## src/hw/rtl/pfc_pkg.sv

```systemverilog
// Shared types, constants and square-geometry helpers for the Playfair digram cipher.
package pfc_pkg;

  localparam int LET_W    = 5;
  localparam int MODE_W   = 3;
  localparam int SQ_SIDE  = 5;
  localparam int SQ_CELLS = SQ_SIDE * SQ_SIDE;
  localparam int ALPHA    = 26;

  localparam logic [LET_W-1:0] LET_I    = 5'd8;
  localparam logic [LET_W-1:0] LET_J    = 5'd9;
  localparam logic [LET_W-1:0] LET_X    = 5'd23;
  localparam logic [LET_W-1:0] LET_LAST = 5'(ALPHA - 1);
  localparam logic [LET_W-1:0] CELLS_N  = 5'(SQ_CELLS);

  typedef enum logic [MODE_W-1:0] {
    MODE_CLEAR    = 3'd0,
    MODE_KEY      = 3'd1,
    MODE_KEY_DONE = 3'd2,
    MODE_ENC      = 3'd3,
    MODE_DEC      = 3'd4,
    MODE_END      = 3'd5
  } mode_t;

  typedef enum logic [2:0] {
    ST_IDLE,
    ST_FILL,
    ST_LOOK,
    ST_SQ,
    ST_RES
  } state_t;

  // Controller to datapath commands
  typedef struct packed {
    logic accept;
    logic fill_step;
    logic look;
    logic sq;
    logic push;
  } cmd_t;

  // Datapath to controller status
  typedef struct packed {
    logic item_fill;
    logic item_pair;
    logic fill_last;
    logic q_empty;
  } sts_t;

  function automatic logic [2:0] row_of(input logic [4:0] p);
    logic [2:0] r;
    if (p >= 5'd20)      r = 3'd4;
    else if (p >= 5'd15) r = 3'd3;
    else if (p >= 5'd10) r = 3'd2;
    else if (p >= 5'd5)  r = 3'd1;
    else                 r = 3'd0;
    return r;
  endfunction

  function automatic logic [2:0] col_of(input logic [4:0] p);
    logic [4:0] r5;
    r5 = {2'b00, row_of(p)};
    return 3'(p - ((r5 << 2) + r5));
  endfunction

  // Step one place around the row or column, backward for decryption
  function automatic logic [2:0] wrap_step(input logic [2:0] v, input logic dec);
    logic [2:0] w;
    if (dec) w = (v == 3'd0) ? 3'(SQ_SIDE - 1) : v - 3'd1;
    else     w = (v == 3'(SQ_SIDE - 1)) ? 3'd0 : v + 3'd1;
    return w;
  endfunction

  function automatic logic [4:0] cell_of(input logic [2:0] r, input logic [2:0] c);
    logic [4:0] r5;
    r5 = {2'b00, r};
    return (r5 << 2) + r5 + {2'b00, c};
  endfunction

endpackage

```

## src/hw/rtl/playfair_digram_cipher_top.sv

```systemverilog
// Top level of the Playfair digram cipher: controller and datapath.
// A pair that an item closes runs through the LOOK, SQ and RES states in turn
//   (place read, square read, result push); the push waits while the previous
//   pair's results still sit in the queue. Key, clear and opening letters are
//   taken alone; key done walks all 26 letters in the FILL state. No new request
//   is taken until the walk or pair is through. The pair path is set by the
//   registered memory reads.
// Reset (rst_n low, synchronous): empties the key, held letter and result queue.
module playfair_digram_cipher_top
  import pfc_pkg::*;
(
  input  logic              clk,
  input  logic              rst_n,
  input  logic              in_valid,
  output logic              in_stall,
  input  logic [MODE_W-1:0] in_mode,
  input  logic [LET_W-1:0]  in_letter,
  output logic              out_valid,
  input  logic              out_stall,
  output logic [LET_W-1:0]  out_letter,
  output logic              out_last
);

  cmd_t cmd;
  sts_t sts;

  // Controller: one request at a time; stall while a pair or key walk is in flight
  pfc_ctrl u_ctrl (
    .clk      (clk),
    .rst_n    (rst_n),
    .in_valid (in_valid),
    .sts      (sts),
    .cmd      (cmd),
    .in_stall (in_stall)
  );

  // Datapath: memories, held letter and two-entry result queue.
  // The queue drains on its own, so the next request is taken while results wait.
  pfc_dp u_dp (
    .clk        (clk),
    .rst_n      (rst_n),
    .in_mode    (in_mode),
    .in_letter  (in_letter),
    .cmd        (cmd),
    .sts        (sts),
    .out_valid  (out_valid),
    .out_stall  (out_stall),
    .out_letter (out_letter),
    .out_last   (out_last)
  );

endmodule

```

## src/hw/rtl/pfc_ctrl.sv

```systemverilog
// Sequencing state machine: accept, key fill walk, lookup stages and result push.
module pfc_ctrl
  import pfc_pkg::*;
(
  input  logic clk,
  input  logic rst_n,
  input  logic in_valid,
  input  sts_t sts,
  output cmd_t cmd,
  output logic in_stall
);

  state_t state_r, state_nxt;

  always_ff @(posedge clk) begin
    if (!rst_n) state_r <= ST_IDLE;
    else        state_r <= state_nxt;
  end

  always_comb begin
    state_nxt = state_r;
    cmd       = '0;
    in_stall  = (state_r != ST_IDLE);
    case (state_r)
      ST_IDLE: begin
        cmd.accept = in_valid;
        if (in_valid) begin
          if (sts.item_fill)      state_nxt = ST_FILL;
          else if (sts.item_pair) state_nxt = ST_LOOK;
        end
      end
      ST_FILL: begin
        cmd.fill_step = 1'b1;
        if (sts.fill_last) state_nxt = ST_IDLE;
      end
      ST_LOOK: begin
        cmd.look  = 1'b1;
        state_nxt = ST_SQ;
      end
      ST_SQ: begin
        cmd.sq    = 1'b1;
        state_nxt = ST_RES;
      end
      ST_RES: begin
        // hold until the result queue has drained
        if (sts.q_empty) begin
          cmd.push  = 1'b1;
          state_nxt = ST_IDLE;
        end
      end
      default: state_nxt = ST_IDLE;
    endcase
  end

endmodule

```

## src/hw/rtl/pfc_dp.sv

```systemverilog
// Datapath: key square and letter place memories, held letter, pair convert, result queue.
module pfc_dp
  import pfc_pkg::*;
(
  input  logic             clk,
  input  logic             rst_n,
  input  logic [MODE_W-1:0] in_mode,
  input  logic [LET_W-1:0] in_letter,
  input  cmd_t             cmd,
  output sts_t             sts,
  output logic             out_valid,
  input  logic             out_stall,
  output logic [LET_W-1:0] out_letter,
  output logic             out_last
);

  logic [LET_W-1:0] sq_mem [0:SQ_CELLS-1];
  logic [LET_W-1:0] pl_mem [0:ALPHA-1];
  logic [ALPHA-1:0] valid_r;

  logic [LET_W-1:0] fill_r;
  logic [LET_W-1:0] fstep_r;
  logic [LET_W-1:0] held_letter_r;
  logic             held_valid_r;
  logic             held_dec_r;

  logic [LET_W-1:0] pair_a_r, pair_b_r, pair_b_nxt;
  logic             dec_r;
  logic [LET_W-1:0] qa_r, qb_r;
  logic             va_r, vb_r;
  logic [LET_W-1:0] sqa_r, sqb_r;
  logic             pass_r;

  logic [LET_W-1:0] q0_let_r, q1_let_r;
  logic             q0_last_r, q1_last_r;
  logic [1:0]       q_cnt_r;

  // item decode
  logic             needs_let, drop, mode_key, mode_enc, mode_dec, mode_end;
  logic [LET_W-1:0] lj;
  logic             enc_pair, dec_pair, end_pair;

  assign mode_key  = (in_mode == MODE_KEY);
  assign mode_enc  = (in_mode == MODE_ENC);
  assign mode_dec  = (in_mode == MODE_DEC);
  assign mode_end  = (in_mode == MODE_END);
  assign needs_let = mode_key || mode_enc || mode_dec;
  assign drop      = needs_let && (in_letter > LET_LAST);
  assign lj        = ((in_letter == LET_J) && (mode_key || mode_enc)) ? LET_I : in_letter;

  assign enc_pair = mode_enc && !drop && held_valid_r && !held_dec_r;
  assign dec_pair = mode_dec && !drop && held_valid_r && held_dec_r;
  assign end_pair = mode_end && held_valid_r && !held_dec_r;

  assign pair_b_nxt = (end_pair || (enc_pair && (held_letter_r == lj))) ? LET_X : lj;

  assign sts.item_fill = (in_mode == MODE_KEY_DONE);
  assign sts.item_pair = enc_pair || dec_pair || end_pair;
  assign sts.fill_last = (fstep_r == LET_LAST);
  assign sts.q_empty   = (q_cnt_r == 2'd0);

  // key placement: a key letter or one step of the key-done walk
  logic             put_en, do_put;
  logic [LET_W-1:0] put_let;

  always_comb begin
    if (cmd.fill_step) begin
      put_let = fstep_r;
      put_en  = (fstep_r != LET_J);
    end else begin
      put_let = lj;
      put_en  = cmd.accept && mode_key && !drop;
    end
    do_put = put_en && (fill_r < CELLS_N) && !valid_r[put_let];
  end

  always_ff @(posedge clk) begin
    if (do_put) begin
      sq_mem[fill_r]  <= put_let;
      pl_mem[put_let] <= fill_r;
    end
  end

  always_ff @(posedge clk) begin
    if (!rst_n) begin
      valid_r      <= '0;
      fill_r       <= '0;
      held_valid_r <= 1'b0;
      held_dec_r   <= 1'b0;
      held_letter_r <= '0;
    end else begin
      if (do_put) begin
        valid_r[put_let] <= 1'b1;
        fill_r           <= fill_r + 5'd1;
      end
      if (cmd.accept) begin
        if (in_mode == MODE_CLEAR) begin
          valid_r      <= '0;
          fill_r       <= '0;
          held_valid_r <= 1'b0;
        end else if (mode_enc && !drop) begin
          if (enc_pair) begin
            // doubled letter: the second copy opens the next pair
            if (held_letter_r != lj) held_valid_r <= 1'b0;
          end else begin
            held_letter_r <= lj;
            held_valid_r  <= 1'b1;
            held_dec_r    <= 1'b0;
          end
        end else if (mode_dec && !drop) begin
          if (dec_pair) begin
            held_valid_r <= 1'b0;
          end else begin
            held_letter_r <= lj;
            held_valid_r  <= 1'b1;
            held_dec_r    <= 1'b1;
          end
        end else if (mode_end) begin
          held_valid_r <= 1'b0;
        end
      end
    end
  end

  // key-done walk counter
  always_ff @(posedge clk) begin
    if (cmd.accept) fstep_r <= '0;
    else if (cmd.fill_step) fstep_r <= fstep_r + 5'd1;
  end

  // latch the pair
  always_ff @(posedge clk) begin
    if (cmd.accept && sts.item_pair) begin
      pair_a_r <= held_letter_r;
      pair_b_r <= pair_b_nxt;
      dec_r    <= mode_dec;
    end
  end

  // place lookup
  always_ff @(posedge clk) begin
    if (cmd.look) begin
      qa_r <= pl_mem[pair_a_r];
      qb_r <= pl_mem[pair_b_r];
      va_r <= valid_r[pair_a_r];
      vb_r <= valid_r[pair_b_r];
    end
  end

  // square addresses from the two places
  logic [2:0]       ra, ca, rb, cb;
  logic [LET_W-1:0] addr_a, addr_b;

  always_comb begin
    ra = row_of(qa_r);
    ca = col_of(qa_r);
    rb = row_of(qb_r);
    cb = col_of(qb_r);
    if (ra == rb) begin
      addr_a = cell_of(ra, wrap_step(ca, dec_r));
      addr_b = cell_of(rb, wrap_step(cb, dec_r));
    end else if (ca == cb) begin
      addr_a = cell_of(wrap_step(ra, dec_r), ca);
      addr_b = cell_of(wrap_step(rb, dec_r), cb);
    end else begin
      addr_a = cell_of(ra, cb);
      addr_b = cell_of(rb, ca);
    end
  end

  always_ff @(posedge clk) begin
    if (cmd.sq) begin
      sqa_r  <= sq_mem[addr_a];
      sqb_r  <= sq_mem[addr_b];
      pass_r <= !(va_r && vb_r);
    end
  end

  // results and X drop for decryption
  logic [LET_W-1:0] res_a, res_b;
  logic             ka, kb;

  assign res_a = pass_r ? pair_a_r : sqa_r;
  assign res_b = pass_r ? pair_b_r : sqb_r;
  assign ka    = !dec_r || (res_a != LET_X);
  assign kb    = !dec_r || (res_b != LET_X);

  logic pop;
  assign pop = (q_cnt_r != 2'd0) && !out_stall;

  always_ff @(posedge clk) begin
    if (!rst_n) begin
      q_cnt_r <= 2'd0;
    end else if (cmd.push) begin
      q_cnt_r <= {1'b0, ka} + {1'b0, kb};
    end else if (pop) begin
      q_cnt_r <= q_cnt_r - 2'd1;
    end
  end

  always_ff @(posedge clk) begin
    if (cmd.push) begin
      q0_let_r  <= ka ? res_a : res_b;
      q0_last_r <= !(ka && kb);
      q1_let_r  <= res_b;
      q1_last_r <= 1'b1;
    end else if (pop) begin
      q0_let_r  <= q1_let_r;
      q0_last_r <= q1_last_r;
    end
  end

  assign out_valid  = (q_cnt_r != 2'd0);
  assign out_letter = q0_let_r;
  assign out_last   = q0_last_r;

  a_q_bound: assert property (@(posedge clk) disable iff (!rst_n) q_cnt_r <= 2'd2)
    else $error("result queue over two entries");
  a_fill_bound: assert property (@(posedge clk) disable iff (!rst_n) fill_r <= CELLS_N)
    else $error("square fill past 25");
  a_push_empty: assert property (@(posedge clk) disable iff (!rst_n)
    cmd.push |-> (q_cnt_r == 2'd0))
    else $error("push into a non-empty result queue");
  a_enc_two: assert property (@(posedge clk) disable iff (!rst_n)
    (cmd.push && !dec_r) |=> (q_cnt_r == 2'd2))
    else $error("encrypt pair did not give two results");

endmodule
```

## config.mk

```make
export PLATFORM = sky130hd
export DESIGN_NAME = playfair_digram_cipher_top
export DESIGN_NICKNAME = d
export VERILOG_FILES = /design/src/hw/rtl/pfc_pkg.sv /design/src/hw/rtl/playfair_digram_cipher_top.sv /design/src/hw/rtl/pfc_ctrl.sv /design/src/hw/rtl/pfc_dp.sv
export SDC_FILE = /design/constraint.sdc
export NUM_CORES = 1
export LEC_CHECK = 0
export BUFFER_PORTS_ARGS = -buffer_cell sky130_fd_sc_hd__buf_4
export CAP_MARGIN = 20
export CELL_PAD_IN_SITES_DETAIL_PLACEMENT = 1
export CELL_PAD_IN_SITES_GLOBAL_PLACEMENT = 2
export CORE_UTILIZATION = 41
export DETAILED_ROUTE_END_ITERATION = 16
export GPL_ROUTABILITY_DRIVEN = 1
export PLACE_DENSITY_LB_ADDON = 0.1
export SLEW_MARGIN = 30
export SYNTH_ARGS = -nofsm -noshare
export SYNTH_HDL_FRONTEND = slang
export SYNTH_HIERARCHICAL = 1
export SYNTH_SLANG_ARGS = --single-unit
```

## constraint.sdc

```tcl
create_clock -name clk -period 5.45 [get_ports clk]
set_input_delay 0 -clock clk [delete_from_list [all_inputs] [get_ports clk]]
set_output_delay 0 -clock clk [all_outputs]
set_load 0.01 [all_outputs]
```

Word level (Yosys, flattened, before mapping)
Memories as Yosys holds them, arrays and structs flattened. A register that Yosys moved wholly into a read port is not among the register bits.
Index checks and enable logic that the tools add are counted.
- input port bits: 12
- bits in writable memories: 255
- register bits after elaboration: 73
- memories kept: 2
- output and inout port bits: 8
- bitwise gates (word level): 2
- magnitude comparators: 14
- mux-type cells: 85
- reductions and logical operators: 49
- equal/unequal tests: 29
- add/subtract/negate cells: 24
- memory list (memory ; words ; width ; rd ports ; clocked after memory_dff ; write ports ; RTL line ; text):
    u_dp.pl_mem ; 26 ; 5 ; 2 ; 2 ; 1 ; pfc_dp.sv:18 ; logic [LET_W-1:0] pl_mem [0:ALPHA-1];
    u_dp.sq_mem ; 25 ; 5 ; 2 ; 2 ; 1 ; pfc_dp.sv:17 ; logic [LET_W-1:0] sq_mem [0:SQ_CELLS-1];
- operators by type and width (cell ; number):
    2-to-1 mux 5 bit ; 18
    2-to-1 mux 3 bit ; 29
    2-to-1 mux 26 bit ; 3
    adder 5 x 3 -> 5 bit ; 10
    2-to-1 mux 1 bit ; 28
    OR 26 bit ; 1
    == test 3 bit (second input constant) ; 7
    greater-or-equal comparator 5 x 4 -> 1 bit (second input constant) ; 4
    logical AND 1 bit ; 20
    logical NOT 3 bit ; 6
    less-than comparator 5 x 6 -> 1 bit (second input constant) ; 3
    binary-select mux 1 bit (select 5 bit) ; 3
    case mux 3 bit (5 select lines) ; 1
    adder 3 x 1 -> 3 bit (second input constant) ; 4
    == test 3 x 2 -> 1 bit (second input constant) ; 4
    subtractor 3 x 1 -> 3 bit (second input constant) ; 4
    adder 5 x 1 -> 5 bit (second input constant) ; 2
    greater-or-equal comparator 5 x 3 -> 1 bit (second input constant) ; 2
    greater-or-equal comparator 5 bit (second input constant) ; 2
    inequality test 2 bit (second input constant) ; 5
    inequality test 5 bit (second input constant) ; 2
    logical NOT 1 bit ; 7
    logical OR 1 bit ; 7
    == test 3 x 1 -> 1 bit (second input constant) ; 2
    other kinds (24) ; 29

Depth between registers and ports, before layout
- depth in word-level cells: 14
- gate-level depth with buffers: 27
- depth with buffers taken out: 26

By module
The synthesis kept the hierarchy.
- by module, submodules not included (module ; area each (µm²) ; cells each ; times used ; sequential area each (µm²)):
    pfc_dp ; 18236.2 ; 1385 ; 1 ; 9909.5
    pfc_ctrl ; 205.2 ; 29 ; 1 ; 60.1

Worst setup path before layout
Ideal clock, no wire load.
- path kind: reg-to-reg
- start point: register u_dp.qa_r[1], read port of u_dp.pl_mem
- end point: register u_dp.sqa_r[3], read port of u_dp.sq_mem, data pin
- data arrival time: 5.328 ns
- path buffers: 0
- period minus slack after synthesis: 5.593 ns
- cell stages (with the launch flop): 27
- setup slack: -0.143 ns
- data required time: 5.185 ns
- cell sequence: edfxtp_1 > nor2b_1 > o21ai_0 > a221oi_1 > inv_1 > nand2_1 > inv_1 > ha_1 > inv_1 > fa_1 > nor2_1 > a221o_1 > a211oi_4 > inv_2 > fa_1 > inv_1 > ha_1 > a21o_1 > a21oi_1 > xnor2_1 > or3_1 > a31oi_1 > or3_1 > nor3_1 > a32oi_1 > o221ai_1 > nor3_1
- longest elaborated chain between the ends: 14
- RTL lines (what ; RTL line ; text):
    start, declared ; pfc_dp.sv:29 ; logic [LET_W-1:0] qa_r, qb_r;
    branches (longest 13 deep; another with greater-or-equal comparator 5 x 3 -> 1 bit) ; - ;
    2-to-1 mux 5 bit (*) ; pfc_dp.sv:159 ; if (ra == rb) begin
    end, declared ; pfc_dp.sv:31 ; logic [LET_W-1:0] sqa_r, sqb_r;
Mark *: on every way between the ends. The select of a mux whose other input is x is not followed.
A chain may end at the register's enable or synchronous reset.

Worst setup path in the final report
- start point: register u_dp.qa_r[1], read port of u_dp.pl_mem
- end point: register u_dp.sqa_r[1], read port of u_dp.sq_mem, data pin
The elaborated chain is that of the path after synthesis.

==> out/metrics.csv <==
metric,value,unit
outcome,completed,
Hold EP,u_dp/q_cnt_r[0],
"Top FF cell, synth",edfxtp_1,
CP max FO,5,
ANT nets after route,0,
skew final,0.0255,ns
Final Core Density,48.9,%
Worst-Margin Slew,0.982,ns
most frequent CP cell,inv_2,
Simple-Gate Fraction of Synth Area,10.3,%
PwrDens,318,nW/µm²
cell count after synthesis,1414,
GRT Total Usage,24.0,%
post-synthesis async set-or-reset flop share,0,%
Hold Crit Start,rst_n,
largest net degree at the start of global routing,44,
initial core utilization,41.6,%
Crit path max-delay family,adder cells,
slowest cell delay on critical path,0.53,ns
synthesized-area fraction occupied by adder cells,4.00,%
path depth of the worst reg2reg path,26,
setup TNS,0,ns
Clock Tree Root,clkbuf_16,
WL final,54700,µm
drt drc,0,
post-synthesis compound-gate area fraction,9.12,%
P_leak,7.67,nW
worst path required time,5.75,ns
most flop-heavy register,u_dp/pl_mem,
largest registers,"u_dp/pl_mem x130, u_dp/sq_mem x125, u_dp/valid_r x26",
CTS buffer count,40,
Max Cap Viol,0,
post-synthesis average cell area,13.0,µm²
nets,1590,
clk buf depth,3,
Final Max Slew Viols,0,
Reg2Reg Launch Point,u_dp/qa_r[1],
first-pass GRT wire length,82600,µm
RePlAce Congestion,0.903,
Core Rows,77,
crit share post-route,98.4,%
worst reg2reg setup slack,0.09,ns
Worst path slowest cell,fa_1,
post-synthesis sequential area ratio,54.1,%
CP bufs+invs,6,
drt via density,5.79,
Top Ports,20,
Cell variety after synth,71,
Hold Crit Depth,3,
Max-slew headroom,34.5,%
DR vias,12441,
final std cells w/o fill,2147,
"Setup violations, final",0,
min-delay worst type,in2reg,
gr ovfl total,0,
"Clk Latency, worst-skew pair",0.56,ns
critical path class,reg2reg,
Detailed Place HPWL,38400,µm
Area after DPL,19900,µm²
most frequent cells in the layout,"300 x edfxtp_1, 144 x nand2_1, 120 x buf_4",
"commonest non-fill, non-tap cell in the layout",edfxtp_1,
CTS tree,done,
DR iter-0 viols,852,
Wirelength per Cell,25.5,µm
Pwr Total,6.90,mW
placed cells,2050,
Die Y,214,µm
"Min Clock Period, post-route",5.36,ns
Sink Count,348,
number of enable flip-flop cells after synthesis,300,
port buffer count,19,
die area,45800,µm²
Layout area overhead,17.6,%
fill count,4556,
dominant combinational cell family by area after synthesis,multiplexers,
startpoint types,register,
Synth Area in XOR/XNOR,1.61,%
H-Tree Depth,2,
Final Hold Fails,0,
crit end category,register,
worst-case vdd ir drop,0.238,mV
mux cell area share after synthesis,18.0,%
initial antenna violation count,2,
number of flip-flops in the largest register,130,
register bit count reported by yosys,348,
Critical Path AT,5.67,ns
Post-Syn Area,18400,µm²
share of cells above drive strength 1,24.9,%
R2R Path End,u_dp/sqa_r[1],
Finished Cell Area,21700,µm²
Post-Syn Nets,1479,
core area,44300,µm²
DR pass1 iterations,5,
Max Clock Freq,0.187,GHz
vias in the first global route,13019,
Yosys Warn Count,6,
DIE WIDTH,214,µm
RSZ-0062 raised after global routing,true,
Clock transition at path regs,0.06,ns
[through the flow]
step	setup WS [ns]	hold slack (ns)
2_1_floorplan	0.0339	0.128
3_3_place_gp	-0.215	0.327
3_5_place_dp	-0.426	0.337
4_1_cts	0.000655	0.302
5_1_grt	-0.164	0.317
6_report	0.0895	0.327
[repair_timing]
item,CTS,global route
endpoints found under the setup margin,6,10
pin swaps,7,22
hold endpoints to repair,27,0
gates resized for setup,15,58
hold buffers,15,0
buffers inserted,2,7
[Yosys cell counts, drive strengths merged, types with 3 or more instances]
cell type	n	area, µm²
mux2	16	180
ha	43	538
nand3	25	125
a211oi	30	238
a21boi	8	60.1
a21o	7	52.6
nor2b	27	169
o2111ai	5	43.8
o221ai	7	61.3
or2	9	56.3
nor4	10	77.6
xor2	13	114
fa	10	200
edfxtp	300	9010
o21a	33	248
mux4	103	2320
and3	12	75.1
a31oi	4	25.0
a221oi	4	35.0
nor3b	4	30.0
nand4	6	37.5
inv	53	199
clkbuf	42	158
nor3	21	105
a21oi	68	340
nand3b	3	22.5
o21ai	30	154
or3	11	68.8
nand2b	11	68.8
o31ai	3	22.5
and2	8	50.1
mux2i	82	821
dfxtp	48	961
buf	34	179
nand2	145	544
nor2	99	372
a32oi	13	114
o22ai	17	106
xnor2	20	183
a22o	4	35.0
[worst min-delay path: cells and delay by family]
kind	cells	cell delay, ns
buf+inv	2	0.70
simple gates	1	0.13
[power breakdown]
part | internal [mW] | switching [mW]
clock network | 1.53 | 1.06
logic | 0.583 | 0.816
registers | 2.91 | 0.0147
total | 5.02 | 1.89
[layout make-up]
cell class                      count  area (µm²)  share of cell area, %
Sequential cell                   348        9970                   46.0
Tap cell                          592         741                   3.42
Multi-Input combinational cell    937        8310                   38.3
Inverter                           53         199                  0.918
Clock buffer                       57        1080                   5.00
Timing Repair Buffer              145        1220                   5.62
Clock inverter                     14         155                  0.716
Antenna cell                        1        2.50                 0.0115
[layer usage]
metal  track usage, %  share of wire, %
met1             31.5                44
met2             40.3                49
met3             4.16               4.4
met4             7.79               2.9
met5                0                 0
[cells by family (layout without fill, tap and decap cells)]
family,count (synthesis),after routing
other,0,1
buffers and inverters,129,269
DFF,348,348
xor gates and xnor gates,33,33
adders and majority gates,53,53
AOI/OAI and AO/OA,249,249
muxes,201,201
and+or+nand+nor,401,401
[worst max path at each step]
stage | startpoint | end | slack, ns | cells past startpoint
after CTS | u_dp/qb_r[1] | u_dp/sqb_r[2] | 0.0007 | 25
after global placement | u_dp/qa_r[1] | u_dp/sqa_r[0] | -0.21 | 23
final | u_dp/qa_r[1] | u_dp/sqa_r[1] | 0.09 | 26
after global routing | u_dp/qa_r[1] | u_dp/sqa_r[1] | -0.16 | 26
after detailed placement | u_dp/qa_r[1] | u_dp/sqa_r[1] | -0.43 | 24
after floorplan | u_dp/qa_r[1] | u_dp/sqa_r[3] | 0.03 | 26
Power figures use the tool's default switching activity.
